$ cat config.mk
export PLATFORM = sky130hd
export DESIGN_NAME = battery_relay_guard_controller_core
export DESIGN_NICKNAME = d
export VERILOG_FILES = /design/src/rtl/core/brgc_pkg.sv /design/src/rtl/core/battery_relay_guard_controller_core.sv
export VERILOG_INCLUDE_DIRS = /design/src /design/src/rtl/core
export SDC_FILE = /design/constraint.sdc
export NUM_CORES = 1
export LEC_CHECK = 0
export BUFFER_PORTS_ARGS = -buffer_cell sky130_fd_sc_hd__buf_2
export CAP_MARGIN = 0
export CELL_PAD_IN_SITES_DETAIL_PLACEMENT = 1
export CELL_PAD_IN_SITES_GLOBAL_PLACEMENT = 2
export CORE_MARGIN = 2
export CORE_UTILIZATION = 41
export DETAILED_ROUTE_END_ITERATION = 6
export GPL_TIMING_DRIVEN = 1
export PLACE_DENSITY = 0.91
export SLEW_MARGIN = 20
export SYNTH_ARGS = -nofsm -noshare
export SYNTH_HDL_FRONTEND = slang
export SYNTH_SLANG_ARGS = --single-unit
$ cat constraint.sdc
create_clock -name aclk -period 8.4 [get_ports aclk]
set_input_delay 0.84 -clock aclk [delete_from_list [all_inputs] [get_ports aclk]]
set_output_delay 0.84 -clock aclk [all_outputs]
set_load 0.1 [all_outputs]
$ cat src/rtl/core/battery_relay_guard_controller_core_macros.svh
// assertion macros for the battery relay guard controller core
`ifndef BATTERY_RELAY_GUARD_CONTROLLER_CORE_MACROS_SVH
`define BATTERY_RELAY_GUARD_CONTROLLER_CORE_MACROS_SVH

// same-cycle implication, checked out of reset
`define BRGC_ASSERT_NOW(lbl, ante, cons) \
    lbl: assert property (@(posedge aclk) disable iff (!aresetn) (ante) |-> (cons)) \
        else $error("brgc check failed");

// next-cycle implication, checked out of reset
`define BRGC_ASSERT_NEXT(lbl, ante, cons) \
    lbl: assert property (@(posedge aclk) disable iff (!aresetn) (ante) |=> (cons)) \
        else $error("brgc check failed");

`endif

$ cat src/rtl/core/brgc_pkg.sv
// shared constants for the battery relay guard controller core
package brgc_pkg;

    localparam int WINDOW_DEPTH = 16;
    localparam int PTR_W        = $clog2(WINDOW_DEPTH);
    localparam int LEVEL_W      = 16;
    localparam int SUM_W        = LEVEL_W + $clog2(WINDOW_DEPTH);

    localparam int ADC_W    = 10;
    localparam int THR_W    = 10;
    localparam int TICK_W   = 6;
    localparam int TIMER_W  = 16;
    localparam int STEP_W   = 8;
    localparam int MODE_W   = 2;
    localparam int CFG_IDX_W  = 3;
    localparam int CFG_DATA_W = 16;
    localparam int S_TDATA_W  = 16;
    localparam int M_TDATA_W  = 40;

    localparam logic [MODE_W-1:0] MODE_RUN   = 2'd0;
    localparam logic [MODE_W-1:0] MODE_AFTER = 2'd1;
    localparam logic [MODE_W-1:0] MODE_MON   = 2'd2;

    localparam logic [CFG_IDX_W-1:0] CFG_LOW_THR   = 3'd0;
    localparam logic [CFG_IDX_W-1:0] CFG_HIGH_THR  = 3'd1;
    localparam logic [CFG_IDX_W-1:0] CFG_INTERVAL  = 3'd2;
    localparam logic [CFG_IDX_W-1:0] CFG_AFTER_RUN = 3'd3;
    localparam logic [CFG_IDX_W-1:0] CFG_CUTOFF    = 3'd4;
    localparam logic [CFG_IDX_W-1:0] CFG_PARK_STEP = 3'd5;

    localparam logic [THR_W-1:0]   LOW_THR_RST   = 10'd864;
    localparam logic [THR_W-1:0]   HIGH_THR_RST  = 10'd900;
    localparam logic [TICK_W-1:0]  INTERVAL_RST  = 6'd33;
    localparam logic [TICK_W-1:0]  AFTER_RUN_RST = 6'd35;
    localparam logic [TIMER_W-1:0] CUTOFF_RST    = 16'd300;
    localparam logic [STEP_W-1:0]  PARK_STEP_RST = 8'd10;

    localparam logic [LEVEL_W-1:0] WIN_FILL    = 16'hFFFF;
    localparam logic [SUM_W-1:0]   SUM_RST     = SUM_W'(WINDOW_DEPTH * 65535);
    localparam logic [TIMER_W-1:0] TIMER_MAX   = 16'hFFFF;

endpackage

$ cat src/rtl/core/battery_relay_guard_controller_core.sv
// battery relay guard controller: mode logic, windowed average and relay decisions
// results are registered in the output register, or the skid register when stalled
// throughput: one tick per cycle while s_tready is high; set by the window memory
//   read-modify-write, the oldest entry being read ahead at the next pointer
// reset: synchronous active low; registers return to defaults, window entries read
//   as 0xFFFF through per-entry valid flags, so no clearing pass is needed
`include "battery_relay_guard_controller_core_macros.svh"

module battery_relay_guard_controller_core
    import brgc_pkg::*;
(
    input  logic                  aclk,
    input  logic                  aresetn,
    // [9:0] adc_sample, [10] engine_on, [11] park_pin, [12] button_pressed
    input  logic [S_TDATA_W-1:0]  s_tdata,
    input  logic                  s_tvalid,
    output logic                  s_tready,
    // [0] relay_on, [1] power_on, [17:2] filtered_level, [19:18] mode_now,
    // [35:20] off_timer_now, [36] interval_end
    output logic [M_TDATA_W-1:0]  m_tdata,
    output logic                  m_tvalid,
    input  logic                  m_tready,
    input  logic                  cfg_valid,
    output logic                  cfg_ready,
    input  logic [CFG_IDX_W-1:0]  cfg_index,
    input  logic [CFG_DATA_W-1:0] cfg_data
);

    logic [THR_W-1:0]   low_thr_reg;
    logic [THR_W-1:0]   high_thr_reg;
    logic [TICK_W-1:0]  interval_reg;
    logic [TICK_W-1:0]  after_run_reg;
    logic [TIMER_W-1:0] cutoff_reg;
    logic [STEP_W-1:0]  park_step_reg;

    logic [MODE_W-1:0]  mode_reg, mode_next;
    logic [SUM_W-1:0]   sum_reg, sum_next;
    logic [PTR_W-1:0]   ptr_reg, ptr_next;
    logic [TICK_W-1:0]  tick_reg, tick_next;
    logic [TIMER_W-1:0] timer_reg, timer_next;
    logic               relay_reg, relay_next;
    logic               power_reg, power_next;
    logic [WINDOW_DEPTH-1:0] win_valid_reg;

    logic [LEVEL_W-1:0] win_mem [WINDOW_DEPTH];
    logic [LEVEL_W-1:0] win_rd_reg;
    logic               win_we;

    logic [M_TDATA_W-1:0] out_data_reg, skid_data_reg, res_data;
    logic                 out_valid_reg, skid_valid_reg;

    logic               s_accept, m_accept;
    logic [ADC_W-1:0]   adc_sample;
    logic               engine_on, park_pin, button_pressed;
    logic [LEVEL_W-1:0] old_entry;
    logic [SUM_W-1:0]   sum_upd;
    logic [LEVEL_W-1:0] avg_upd, avg_out;
    logic [TICK_W-1:0]  tick_inc;
    logic [TIMER_W:0]   timer_sum;
    logic [TIMER_W-1:0] timer_sat;
    logic [PTR_W-1:0]   ptr_inc;
    logic               ended;

    assign adc_sample     = s_tdata[ADC_W-1:0];
    assign engine_on      = s_tdata[ADC_W];
    assign park_pin       = s_tdata[ADC_W+1];
    assign button_pressed = s_tdata[ADC_W+2];

    assign s_tready  = !skid_valid_reg;
    assign s_accept  = s_tvalid && s_tready;
    assign m_tvalid  = out_valid_reg;
    assign m_tdata   = out_data_reg;
    assign m_accept  = out_valid_reg && m_tready;
    assign cfg_ready = 1'b1;

    // configuration registers
    always_ff @(posedge aclk) begin
        if (!aresetn) begin
            low_thr_reg   <= LOW_THR_RST;
            high_thr_reg  <= HIGH_THR_RST;
            interval_reg  <= INTERVAL_RST;
            after_run_reg <= AFTER_RUN_RST;
            cutoff_reg    <= CUTOFF_RST;
            park_step_reg <= PARK_STEP_RST;
        end else if (cfg_valid && cfg_ready) begin
            case (cfg_index)
                CFG_LOW_THR:   low_thr_reg   <= cfg_data[THR_W-1:0];
                CFG_HIGH_THR:  high_thr_reg  <= cfg_data[THR_W-1:0];
                CFG_INTERVAL:  interval_reg  <= cfg_data[TICK_W-1:0];
                CFG_AFTER_RUN: after_run_reg <= cfg_data[TICK_W-1:0];
                CFG_CUTOFF:    cutoff_reg    <= cfg_data[TIMER_W-1:0];
                CFG_PARK_STEP: park_step_reg <= cfg_data[STEP_W-1:0];
                default: ;
            endcase
        end
    end

    // window read of the oldest entry, prefetched at the next pointer
    assign old_entry = win_valid_reg[ptr_reg] ? win_rd_reg : WIN_FILL;
    assign sum_upd   = sum_reg - SUM_W'(old_entry) + SUM_W'(adc_sample);
    assign avg_upd   = LEVEL_W'(sum_upd / WINDOW_DEPTH);
    assign avg_out   = LEVEL_W'(sum_next / WINDOW_DEPTH);
    assign tick_inc  = tick_reg + TICK_W'(1);
    assign ptr_inc   = (ptr_reg == PTR_W'(WINDOW_DEPTH - 1)) ? '0 : ptr_reg + PTR_W'(1);
    assign timer_sum = {1'b0, timer_reg}
                     + (park_pin ? (TIMER_W+1)'(1) : (TIMER_W+1)'(park_step_reg));
    assign timer_sat = timer_sum[TIMER_W] ? TIMER_MAX : timer_sum[TIMER_W-1:0];

    always_comb begin
        mode_next  = mode_reg;
        sum_next   = sum_reg;
        ptr_next   = ptr_reg;
        tick_next  = tick_reg;
        timer_next = timer_reg;
        relay_next = relay_reg;
        power_next = power_reg;
        win_we     = 1'b0;
        ended      = 1'b0;
        if (s_accept) begin
            power_next = power_reg ^ button_pressed;
            case (mode_reg)
                MODE_RUN: begin
                    if (engine_on) begin
                        timer_next = '0;
                    end else begin
                        mode_next = MODE_AFTER;
                        tick_next = '0;
                    end
                end
                MODE_AFTER: begin
                    if (engine_on) begin
                        mode_next  = MODE_RUN;
                        timer_next = '0;
                        relay_next = 1'b1;
                        power_next = 1'b1;
                        tick_next  = '0;
                    end else if (tick_inc >= after_run_reg || tick_inc == '0) begin
                        mode_next  = MODE_MON;
                        relay_next = 1'b0;
                        tick_next  = '0;
                    end else begin
                        tick_next = tick_inc;
                    end
                end
                default: begin
                    if (engine_on) begin
                        mode_next  = MODE_RUN;
                        timer_next = '0;
                        relay_next = 1'b1;
                        power_next = 1'b1;
                        tick_next  = '0;
                    end else begin
                        win_we   = 1'b1;
                        sum_next = sum_upd;
                        ptr_next = ptr_inc;
                        if (tick_inc >= interval_reg || tick_inc == '0) begin
                            ended     = 1'b1;
                            tick_next = '0;
                            if (avg_upd < LEVEL_W'(low_thr_reg)) begin
                                if (relay_reg) begin
                                    relay_next = 1'b0;
                                    power_next = 1'b0;
                                end else begin
                                    relay_next = 1'b1;
                                end
                            end else if (avg_upd < LEVEL_W'(high_thr_reg)) begin
                                relay_next = 1'b1;
                            end else if (avg_upd > LEVEL_W'(high_thr_reg)) begin
                                relay_next = 1'b0;
                            end
                            timer_next = timer_sat;
                            if (timer_sat >= cutoff_reg) begin
                                relay_next = 1'b0;
                                power_next = 1'b0;
                            end
                        end else begin
                            tick_next = tick_inc;
                        end
                    end
                end
            endcase
        end
    end

    assign res_data = {3'b000, ended, timer_next, mode_next, avg_out, power_next, relay_next};

    always_ff @(posedge aclk) begin
        if (!aresetn) begin
            mode_reg      <= MODE_MON;
            sum_reg       <= SUM_RST;
            ptr_reg       <= '0;
            tick_reg      <= '0;
            timer_reg     <= '0;
            relay_reg     <= 1'b0;
            power_reg     <= 1'b0;
            win_valid_reg <= '0;
        end else begin
            mode_reg  <= mode_next;
            sum_reg   <= sum_next;
            ptr_reg   <= ptr_next;
            tick_reg  <= tick_next;
            timer_reg <= timer_next;
            relay_reg <= relay_next;
            power_reg <= power_next;
            if (win_we) begin
                win_valid_reg[ptr_reg] <= 1'b1;
            end
        end
    end

    // window memory
    always_ff @(posedge aclk) begin
        if (win_we) begin
            win_mem[ptr_reg] <= LEVEL_W'(adc_sample);
        end
        win_rd_reg <= win_mem[ptr_next];
    end

    // output register with skid stage
    always_ff @(posedge aclk) begin
        if (!aresetn) begin
            out_valid_reg  <= 1'b0;
            skid_valid_reg <= 1'b0;
        end else if (!out_valid_reg || m_accept) begin
            if (skid_valid_reg) begin
                out_valid_reg  <= 1'b1;
                skid_valid_reg <= 1'b0;
            end else begin
                out_valid_reg <= s_accept;
            end
        end else if (s_accept) begin
            skid_valid_reg <= 1'b1;
        end
    end

    always_ff @(posedge aclk) begin
        if (!out_valid_reg || m_accept) begin
            if (skid_valid_reg) begin
                out_data_reg <= skid_data_reg;
            end else if (s_accept) begin
                out_data_reg <= res_data;
            end
        end else if (s_accept) begin
            skid_data_reg <= res_data;
        end
    end

    `BRGC_ASSERT_NOW(a_skid_behind_out, skid_valid_reg, out_valid_reg)
    `BRGC_ASSERT_NOW(a_run_relay_on, mode_reg == MODE_RUN, relay_reg)
    `BRGC_ASSERT_NOW(a_run_tick_clear, mode_reg == MODE_RUN, tick_reg == '0)
    `BRGC_ASSERT_NEXT(a_mon_ptr_moves, s_accept && mode_reg == MODE_MON && !engine_on,
                      ptr_reg != $past(ptr_reg))

endmodule
==> flow_summary.html, run 1 <==
<table>
<tr><th>Metric</th><th>Value</th></tr>
<tr><th colspan="2">Floorplanning</th></tr>
<tr><td>Full die area</td><td>44100 µm²</td></tr>
<tr><td>Count of boundary I/O pins</td><td>slightly above 80</td></tr>
<tr><td>Initial core utilization</td><td>0.415</td></tr>
<tr><td>Die outline width</td><td>around 210 µm</td></tr>
<tr><td>Row Count</td><td>75</td></tr>
<tr><td>Core area</td><td>about 42000 µm²</td></tr>
<tr><td>Height of the die</td><td>between 200 and 250 µm</td></tr>
<tr><th colspan="2">Critical path</th></tr>
<tr><td>CP most frequent cell</td><td>o21ai_0</td></tr>
<tr><td>Crit-path max FO</td><td>11</td></tr>
<tr><td>Data arrival at the endpoint of the critical path</td><td>~7400 ps</td></tr>
<tr><td>R2r worst-path depth</td><td>23</td></tr>
<tr><td>CP max stage cell</td><td>dfxtp_1</td></tr>
<tr><td>Reg-to-reg startpoint</td><td>ptr_reg[0]</td></tr>
<tr><td>Slowest Stage Delay on Critical Path</td><td>670 ps</td></tr>
<tr><td>Element type at the critical path start</td><td>register</td></tr>
<tr><td>Class of the most critical setup path</td><td>register to register</td></tr>
<tr><td>Cell family with the largest share of critical-path delay</td><td>compound AO/OA/AOI/OAI gates</td></tr>
<tr><td>List of cells traversed by the critical path</td><td>mux4_2 -&gt; mux2_2 -&gt; o21ai_0 -&gt; buf_4 -&gt; nor2_1 -&gt; fa_1 -&gt; inv_1 -&gt; fa_1 -&gt; and2b_1 -&gt; o31ai_2 -&gt; a21oi_1 -&gt; a21o_1 -&gt; a211oi_1 -&gt; nor3_1 -&gt; ha_1 -&gt; nand2_1 -&gt; o21ai_0 -&gt; or4_1 -&gt; o21ai_0 -&gt; and3_1 -&gt; a41oi_1 -&gt; a221o_2 -&gt; mux2_4</td></tr>
<tr><td>Critical Path Start</td><td>ptr_reg[0]</td></tr>
<tr><td>Sort of element at the end of the critical path</td><td>register</td></tr>
<tr><td>Worst path depth</td><td>23</td></tr>
<tr><td>Crit path required time</td><td>a little under 9000 ps</td></tr>
<tr><td>Buffer and inverter count on the worst path</td><td>2</td></tr>
<tr><th colspan="2">Finish</th></tr>
<tr><td>Nets@finish</td><td>roughly 1800</td></tr>
<tr><td>Diodes inserted</td><td>0</td></tr>
<tr><td>Flip-flop count of the largest register after layout</td><td>between 150 and 200</td></tr>
<tr><td>Area of the multi-input gates</td><td>roughly 7000 µm²</td></tr>
<tr><td>FF+latch area</td><td>just under 10000 µm²</td></tr>
<tr><td>Post-route cell area</td><td>~20000 µm²</td></tr>
<tr><td>Number of filler instances in the final layout</td><td>around 4500</td></tr>
<tr><td>Share of layout cells above drive strength 1</td><td>0.153</td></tr>
<tr><td>Syn-to-layout area delta</td><td>13.9%</td></tr>
<tr><th colspan="2">Pwr</th></tr>
<tr><td>Proportion of power drawn by flip-flops and latches</td><td>0.430</td></tr>
<tr><td>Fraction of power consumed by the clock network</td><td>0.394</td></tr>
<tr><td>Switching part of the total power</td><td>0.288</td></tr>
<tr><td>Switching power total</td><td>1.34 mW</td></tr>
<tr><td>Total leakage power</td><td>7.53 nW</td></tr>
<tr><td>Pwr per Cell Area</td><td>235 nW/µm²</td></tr>
<tr><td>Maximum ir drop on the vdd rail</td><td>~0.19 mV</td></tr>
<tr><td>Combinational power share</td><td>0.175</td></tr>
<tr><td>Cell-internal power</td><td>between 3 and 4 mW</td></tr>
<tr><td>Post-layout power</td><td>between 4 and 5 mW</td></tr>
<tr><th colspan="2">GRT</th></tr>
<tr><td>Total routing resource utilization after global routing</td><td>0.205</td></tr>
<tr><td>Number of global-route vias before repair</td><td>between 10000 and 15000</td></tr>
<tr><td>Overflow after GRT</td><td>0</td></tr>
<tr><td>Wire length of the first global-routing pass</td><td>71500 µm</td></tr>
<tr><td>Initial antenna violation count</td><td>0</td></tr>
<tr><td>Pin count of the biggest net entering global routing</td><td>87</td></tr>
<tr><th colspan="2">Route</th></tr>
<tr><td>Total number of vias</td><td>between 10000 and 15000</td></tr>
<tr><td>Detailed-route wire length</td><td>about 45000 µm</td></tr>
<tr><td>Total DRC errors in the routed layout</td><td>0</td></tr>
<tr><td>Via-per-instance ratio</td><td>around 5.6</td></tr>
<tr><td>Average wire per cell in the routed design</td><td>around 20 µm</td></tr>
<tr><td>Count of routing violations after the opening detailed-route iteration</td><td>between 800 and 900</td></tr>
<tr><td>TritonRoute pass-1 iters</td><td>5</td></tr>
<tr><td>Count of antenna-violating nets left after detailed routing</td><td>0</td></tr>
<tr><th colspan="2">Yosys</th></tr>
<tr><td>Count of mapped cells out of synthesis</td><td>roughly 1600</td></tr>
<tr><td>Number of warnings printed during yosys synthesis</td><td>0</td></tr>
<tr><td>Count of different cell masters after synthesis</td><td>76</td></tr>
<tr><td>Portion of synthesized cell area occupied by the leading cell type</td><td>0.404</td></tr>
<tr><td>Top cells by area, synth</td><td>edfxtp_1, dfxtp_1, ha_1</td></tr>
<tr><td>Syn_area_per_cell</td><td>approximately 11 µm²</td></tr>
<tr><td>Dominant register cell in the synthesized netlist</td><td>edfxtp_1</td></tr>
<tr><td>Largest area contributor in the netlist</td><td>edfxtp_1</td></tr>
<tr><td>Fraction of synthesis flops using an asynchronous set or reset pin</td><td>0</td></tr>
<tr><td>Portion of the post-synthesis area used by sequential elements</td><td>0.558</td></tr>
<tr><td>Yosys reg bits</td><td>roughly 370</td></tr>
<tr><td>Count of flip-flops with a built-in enable after synthesis</td><td>about 230</td></tr>
<tr><td>Post-Syn Area</td><td>around 17000 µm²</td></tr>
<tr><th colspan="2">Placement</th></tr>
<tr><td>Number of buffers added on ports</td><td>between 70 and 80</td></tr>
<tr><td>Standard cell area after detailed placement</td><td>~18000 µm²</td></tr>
<tr><td>Gp weighted congestion</td><td>just over 0.8</td></tr>
<tr><td>Dpl hpwl</td><td>30400 µm</td></tr>
<tr><th colspan="2">STA</th></tr>
<tr><td>Worst Skew</td><td>41.9 ps</td></tr>
<tr><td>Max transition margin</td><td>0.270</td></tr>
<tr><td>Final Setup Violations</td><td>0</td></tr>
<tr><td>Final clock period utilization by the worst path</td><td>0.847</td></tr>
<tr><td>Setup TNS</td><td>0 ps</td></tr>
<tr><td>Final Critical Period</td><td>7110 ps</td></tr>
<tr><td>Highest attainable clock frequency</td><td>roughly 140 MHz</td></tr>
<tr><td>Worst-Margin Slew</td><td>1090 ps</td></tr>
<tr><td>RSZ-0062 raised after global routing</td><td>no</td></tr>
<tr><td>Number of hold violations in the final report</td><td>0</td></tr>
<tr><td>Count of pins over their slew limit</td><td>0</td></tr>
<tr><th colspan="2">Clock tree</th></tr>
<tr><td>PostCTS Resize Cnt</td><td>0</td></tr>
<tr><td>Number of clock sinks</td><td>~370</td></tr>
<tr><td>Post-CTS Setup Inserts</td><td>0</td></tr>
<tr><td>Clock tree buffer depth</td><td>3</td></tr>
<tr><td>TritonCTS buffer count</td><td>slightly above 40</td></tr>
<tr><td>Clock tree from TritonCTS</td><td>built</td></tr>
<tr><td>Clock-pin slew of the registers on the worst-case setup and hold paths</td><td>around 60 ps</td></tr>
<tr><td>Post-CTS Hold Buffers</td><td>0</td></tr>
<tr><td>Buffer type at the clock tree root</td><td>clkbuf_16</td></tr>
<tr><td>Latest clock arrival within the worst-skew pair</td><td>slightly below 600 ps</td></tr>
<tr><td>Deepest level of the CTS H-tree</td><td>2</td></tr>
<tr><th colspan="2">Outcome</th></tr>
<tr><td>Run status</td><td>completed</td></tr>
<tr><th colspan="2">Hold path</th></tr>
<tr><td>Hold Path Origin</td><td>cutoff_reg[9]</td></tr>
<tr><td>Worst hold-check path type</td><td>register to register</td></tr>
<tr><td>Depth of the worst hold-timing path</td><td>2</td></tr>
<tr><th colspan="2">Job</th></tr>
<tr><td>Number of violations of the max-capacitance limit</td><td>0</td></tr>
</table>
[cells in the mapped netlist, drive strengths merged (6+ instances only)]
| cell type | count |
|---|---|
| nand3 | 25 |
| clkbuf | 52 |
| and3 | 13 |
| mux2 | 34 |
| nor3 | 16 |
| xor2 | 12 |
| edfxtp | 234 |
| nor2 | 104 |
| a211oi | 50 |
| nand4 | 6 |
| a31oi | 50 |
| ha | 86 |
| a21oi | 87 |
| buf | 23 |
| o21ai | 48 |
| or2 | 21 |
| a22o | 8 |
| o211ai | 21 |
| inv | 79 |
| dfxtp | 134 |
| nor2b | 24 |
| and2 | 57 |
| xnor2 | 16 |
| fa | 11 |
| a21o | 21 |
| mux4 | 14 |
| nand2b | 15 |
| nand2 | 254 |
| o21a | 6 |
| mux2i | 9 |
[cell usage in the layout, fill, tap and decap left out, drive strengths merged, types with 24 or more instances in the layout]
| cell | Yosys | routed |
|---|---|---|
| o21ai | 48 | 48 |
| nand3 | 25 | 25 |
| a31oi | 50 | 50 |
| nor2 | 104 | 104 |
| buf | 23 | 95 |
| a21oi | 87 | 87 |
| ha | 86 | 86 |
| clkbuf | 52 | 51 |
| nor2b | 24 | 24 |
| inv | 79 | 81 |
| mux2 | 34 | 34 |
| nand2 | 254 | 254 |
| and2 | 57 | 57 |
| edfxtp | 234 | 234 |
| dfxtp | 134 | 134 |
| a211oi | 50 | 50 |
[per-layer routing]
layer / up-vias / share of wire / track usage
li1: 5823 / - / -
met1: 6233 / 0.44 / 0.270
met2: 255 / 0.50 / 0.358
met3: 64 / 0.043 / 0.0296
met4: 0 / 0.018 / 0.0533
met5: - / 0 / 0
[power groups by stage]
stage                     registers [mW]  logic, mW  clock network (mW)
after floorplan                     2.14      0.485                   0
after global placement              2.04      0.771                   0
after detailed placement            2.04      0.803                   0
after CTS                           2.00      0.811                1.87
after global routing                2.01      0.904                1.94
final                               2.00      0.816                1.84
[layout make-up]
class	instances	share of cell area
clock inverter	24	0.0150
inverter	80	0.0152
clock buffer	51	0.0552
tap	539	0.0340
timing repair buffer	95	0.0295
multi-input combinational	1070	0.361
sequential	368	0.490
[logic make-up (layout without fill, tap and decap cells)]
family	after synthesis	after routing	share of synthesized area
other	2	4	0.000432
AOI/OAI and AO/OA	330	330	0.123
xor gates and xnor gates	29	29	0.0158
and+or+nand+nor	553	553	0.146
buffers and inverters	155	250	0.0361
adders and majority gates	97	97	0.0745
DFF	368	368	0.558
muxes	57	57	0.0455
[stage by stage]
stage	hold WS, ps	cells	util	setup slack [ps]
global route	472	2227	0.472	791
floorplan	432	1593	-	2450
detailed placement	450	2149	0.437	1390
finish	456	2227	0.472	1290
global placement	439	2149	0.436	1550
CTS	459	2224	0.470	1300
[worst register-to-register path, cell delays in order (launching register included)]
cell and delay [ps]:
dfxtp_1 670, mux4_2 570, mux2_2 280, o21ai_0 220, buf_4 240, nor2_1 80, fa_1 540, inv_1 90
fa_1 450, and2b_1 270, o31ai_2 100, a21oi_1 510, a21o_1 210, a211oi_1 80, nor3_1 340, ha_1 330
nand2_1 60, o21ai_0 100, or4_1 400, o21ai_0 340, and3_1 220, a41oi_1 140, a221o_2 350, mux2_4 260
[path summary, 6_finish.rpt]
kind         slack [ps]             to
max                1290     m_tdata[1]
min                 460  cutoff_reg[9]
max reg2reg        1290     m_tdata[1]
min reg2reg         460  cutoff_reg[9]
Power figures use the tool's default switching activity.
==> run 2: changes to the inputs <==
- CORE_UTILIZATION: 41 -> 37
- PLACE_DENSITY: 0.91 -> 0.87
- clock period: 8.4 -> 6.4 ns (I/O delays scaled with it)
==> run 2 against run 1 <==
Flip-flop and latch count unchanged. Sequential share of layout area down 0.53 points. Die area up 11%. Global-route usage down 2.1 points. Final cell count up 4.0%. Register-to-register slack worse by 990 ps. Non-clock buffer count up 19. Via count down 0.67%. Largest cell class unchanged. Largest power group unchanged.
==> flow_summary.html, run 2 (synthesis gave the netlist of run 1 again) <==
<table>
<tr><th>Metric</th><th>Value</th></tr>
<tr><th colspan="2">Outcome</th></tr>
<tr><td>Run status</td><td>completed</td></tr>
<tr><th colspan="2">Critical path</th></tr>
<tr><td>Element type at the critical path start</td><td>register</td></tr>
<tr><td>Crit path required time</td><td>roughly 6700 ps</td></tr>
<tr><td>Worst flop-to-flop path endpoint</td><td>m_tdata[1]</td></tr>
<tr><td>Data arrival at the endpoint of the critical path</td><td>about 6400 ps</td></tr>
<tr><td>Crit-path max FO</td><td>11</td></tr>
<tr><td>Sort of element at the end of the critical path</td><td>register</td></tr>
<tr><td>Class of the most critical setup path</td><td>register to register</td></tr>
<tr><td>Flop-to-flop setup slack</td><td>300 ps</td></tr>
<tr><td>Reg-to-reg startpoint</td><td>ptr_reg[0]</td></tr>
<tr><td>R2r worst-path depth</td><td>20</td></tr>
<tr><th colspan="2">Placement</th></tr>
<tr><td>Gp weighted congestion</td><td>between 0.8 and 0.9</td></tr>
<tr><td>Number of buffers added on ports</td><td>75</td></tr>
<tr><td>Dpl hpwl</td><td>between 30000 and 40000 µm</td></tr>
<tr><th colspan="2">Route</th></tr>
<tr><td>Count of antenna-violating nets left after detailed routing</td><td>0</td></tr>
<tr><td>Met2 Wirelength</td><td>22100 µm</td></tr>
<tr><td>Detailed-route wire length</td><td>roughly 45000 µm</td></tr>
<tr><td>Sum of routed wire segments on met1</td><td>20500 µm</td></tr>
<tr><td>Met3 wire length</td><td>around 1900 µm</td></tr>
<tr><td>Average wire per cell in the routed design</td><td>just under 20 µm</td></tr>
<tr><td>TritonRoute pass-1 iters</td><td>6</td></tr>
<tr><td>Total number of vias</td><td>between 10000 and 15000</td></tr>
<tr><td>Count of routing violations after the opening detailed-route iteration</td><td>~680</td></tr>
<tr><td>Total DRC errors in the routed layout</td><td>0</td></tr>
<tr><td>Via-per-instance ratio</td><td>roughly 5.3</td></tr>
<tr><td>Highest routed metal layer</td><td>met4</td></tr>
<tr><th colspan="2">Hold path</th></tr>
<tr><td>Depth of the worst hold-timing path</td><td>3</td></tr>
<tr><td>Endpoint, Worst Hold</td><td>cutoff_reg[13]</td></tr>
<tr><td>Hold Path Origin</td><td>cfg_data[13]</td></tr>
<tr><td>Worst hold-check path type</td><td>primary input to register</td></tr>
<tr><th colspan="2">Floorplanning</th></tr>
<tr><td>Initial core utilization</td><td>0.374</td></tr>
<tr><td>Full die area</td><td>between 40000 and 50000 µm²</td></tr>
<tr><td>Die outline width</td><td>about 220 µm</td></tr>
<tr><td>Core area</td><td>46500 µm²</td></tr>
<tr><td>Row Count</td><td>79</td></tr>
<tr><td>Height of the die</td><td>221 µm</td></tr>
<tr><td>Count of boundary I/O pins</td><td>83</td></tr>
<tr><th colspan="2">Clock tree</th></tr>
<tr><td>Post-CTS Setup Inserts</td><td>0</td></tr>
<tr><td>TritonCTS buffer count</td><td>between 40 and 50</td></tr>
<tr><td>Latest clock arrival within the worst-skew pair</td><td>slightly below 600 ps</td></tr>
<tr><td>Deepest level of the CTS H-tree</td><td>2</td></tr>
<tr><td>Buffer type at the clock tree root</td><td>clkbuf_16</td></tr>
<tr><td>Clock-pin slew of the registers on the worst-case setup and hold paths</td><td>approximately 60 ps</td></tr>
<tr><td>Clock tree buffer depth</td><td>3</td></tr>
<tr><td>Clock tree from TritonCTS</td><td>built</td></tr>
<tr><td>Number of clock sinks</td><td>368</td></tr>
<tr><th colspan="2">Finish</th></tr>
<tr><td>Share of layout cells above drive strength 1</td><td>0.164</td></tr>
<tr><td>Post-layout utilization of the core</td><td>0.431</td></tr>
<tr><td>Top library cells by usage in the layout, fill and taps aside</td><td>nand2_1, edfxtp_1, dfxtp_1</td></tr>
<tr><td>Nets@finish</td><td>1812</td></tr>
<tr><td>Syn-to-layout area delta</td><td>15.2%</td></tr>
<tr><td>Number of filler instances in the final layout</td><td>around 5000</td></tr>
<tr><td>Most common cell after layout, fill and taps aside</td><td>nand2_1</td></tr>
<tr><td>Diodes inserted</td><td>0</td></tr>
<tr><td>Flip-flop count of the largest register after layout</td><td>160</td></tr>
<tr><th colspan="2">Pwr</th></tr>
<tr><td>Total leakage power</td><td>roughly 7.6 nW</td></tr>
<tr><td>Pwr per Cell Area</td><td>slightly above 300 nW/µm²</td></tr>
<tr><td>Maximum ir drop on the vdd rail</td><td>0.228 mV</td></tr>
<tr><th colspan="2">STA</th></tr>
<tr><td>Final Critical Period</td><td>6100 ps</td></tr>
<tr><td>RSZ-0062 raised after global routing</td><td>no</td></tr>
<tr><td>Max transition margin</td><td>0.346</td></tr>
<tr><td>Final Setup Violations</td><td>0</td></tr>
<tr><td>Worst Skew</td><td>around 26 ps</td></tr>
<tr><td>Final clock period utilization by the worst path</td><td>0.953</td></tr>
<tr><td>Worst hold-check slack</td><td>319 ps</td></tr>
<tr><td>Highest attainable clock frequency</td><td>between 150 and 200 MHz</td></tr>
<tr><td>Number of hold violations in the final report</td><td>0</td></tr>
<tr><td>Worst-Margin Slew</td><td>just under 1000 ps</td></tr>
<tr><td>Count of pins over their slew limit</td><td>0</td></tr>
<tr><th colspan="2">GRT</th></tr>
<tr><td>Total routing resource utilization after global routing</td><td>0.184</td></tr>
<tr><td>Wire length of the first global-routing pass</td><td>roughly 72000 µm</td></tr>
<tr><td>Number of global-route vias before repair</td><td>12900</td></tr>
<tr><td>Initial antenna violation count</td><td>0</td></tr>
<tr><td>Pin count of the biggest net entering global routing</td><td>73</td></tr>
<tr><td>Overflow after GRT</td><td>0</td></tr>
<tr><th colspan="2">Job</th></tr>
<tr><td>Number of violations of the max-capacitance limit</td><td>0</td></tr>
</table>
==> run 2: cell count changes in the layout (fill, tap and decap cells not counted), moves of 2 or more <==
cell,previous run,this run
clkinv_4,3,1
buf_4,17,37
o21ai_0,37,35
clkinv_2,10,7
clkinvlp_4,0,3
nor2_1,91,95
clkbuf_8,1,7
nor2_2,12,8
==> run 2: power by group <==
| group | total (mW) | internal (mW) | switching (mW) |
|---|---|---|---|
| Clock | 2.40 | 1.40 | 1.00 |
| Sequential | 2.63 | 2.60 | 0.0338 |
| Combinational | 1.10 | 0.373 | 0.727 |
| Total | 6.13 | 4.37 | 1.76 |
==> run 2: how the worst max path moves through the flow <==
| stage | startpoint | to |
|---|---|---|
| final | ptr_reg[0] | m_tdata[1] |
| after global routing | ptr_reg[0] | m_tdata[1] |
| after CTS | ptr_reg[0] | m_tdata[1] |
| after detailed placement | ptr_reg[0] | m_tdata[1] |
| after global placement | ptr_reg[0] | m_tdata[1] |
| after floorplan | ptr_reg[0] | m_tdata[1] |
==> run 2: metal layers <==
layer | global-route usage | vias up
met5 | 0 | -
met3 | 0.0282 | 59
met4 | 0.0463 | 0
li1 | - | 5858
met1 | 0.245 | 6156
met2 | 0.316 | 219
==> run 2: per-stage QoR <==
step	power, mW	TNS (ps)	setup slack (ps)	cells	area [µm²]
after floorplan	3.45	0	448	1593	17400
after global placement	3.72	0	119	2237	18500
after detailed placement	3.76	-124	-124	2237	18600
after CTS	6.17	0	64.8	2313	19900
after global routing	6.39	0	4.58	2315	20000
final	6.13	0	300	2315	20000
==> run 2: critical path: stages (launching register included) <==
cell and delay, ps:
dfxtp_2 430, mux4_2 520, mux2_2 280, o21ai_1 190
buf_4 220, nor2_1 70, fa_1 440, ha_1 400
a2111oi_1 450, o21ai_1 130, o22a_1 260, xor2_1 260
ha_1 320, a21oi_1 170, o21ai_0 150, or4_1 440
o21ai_2 190, and3_1 190, a41oi_1 120, a221o_2 350
mux2_4 260
==> run 2: what timing repair did <==
action	4_1_cts	5_1_grt
gates resized for setup	2	6
hold buffers	0	0
endpoints found under the setup margin	1	4
==> run 2: area by class of cell <==
type	count	area, µm²	share of cell area
multi-input combinational	1070	7170	0.358
clock buffer	55	1150	0.0573
clock inverter	21	244	0.0122
tap	607	759	0.0379
inverter	80	302	0.0150
sequential	368	9710	0.485
timing repair buffer	114	708	0.0353
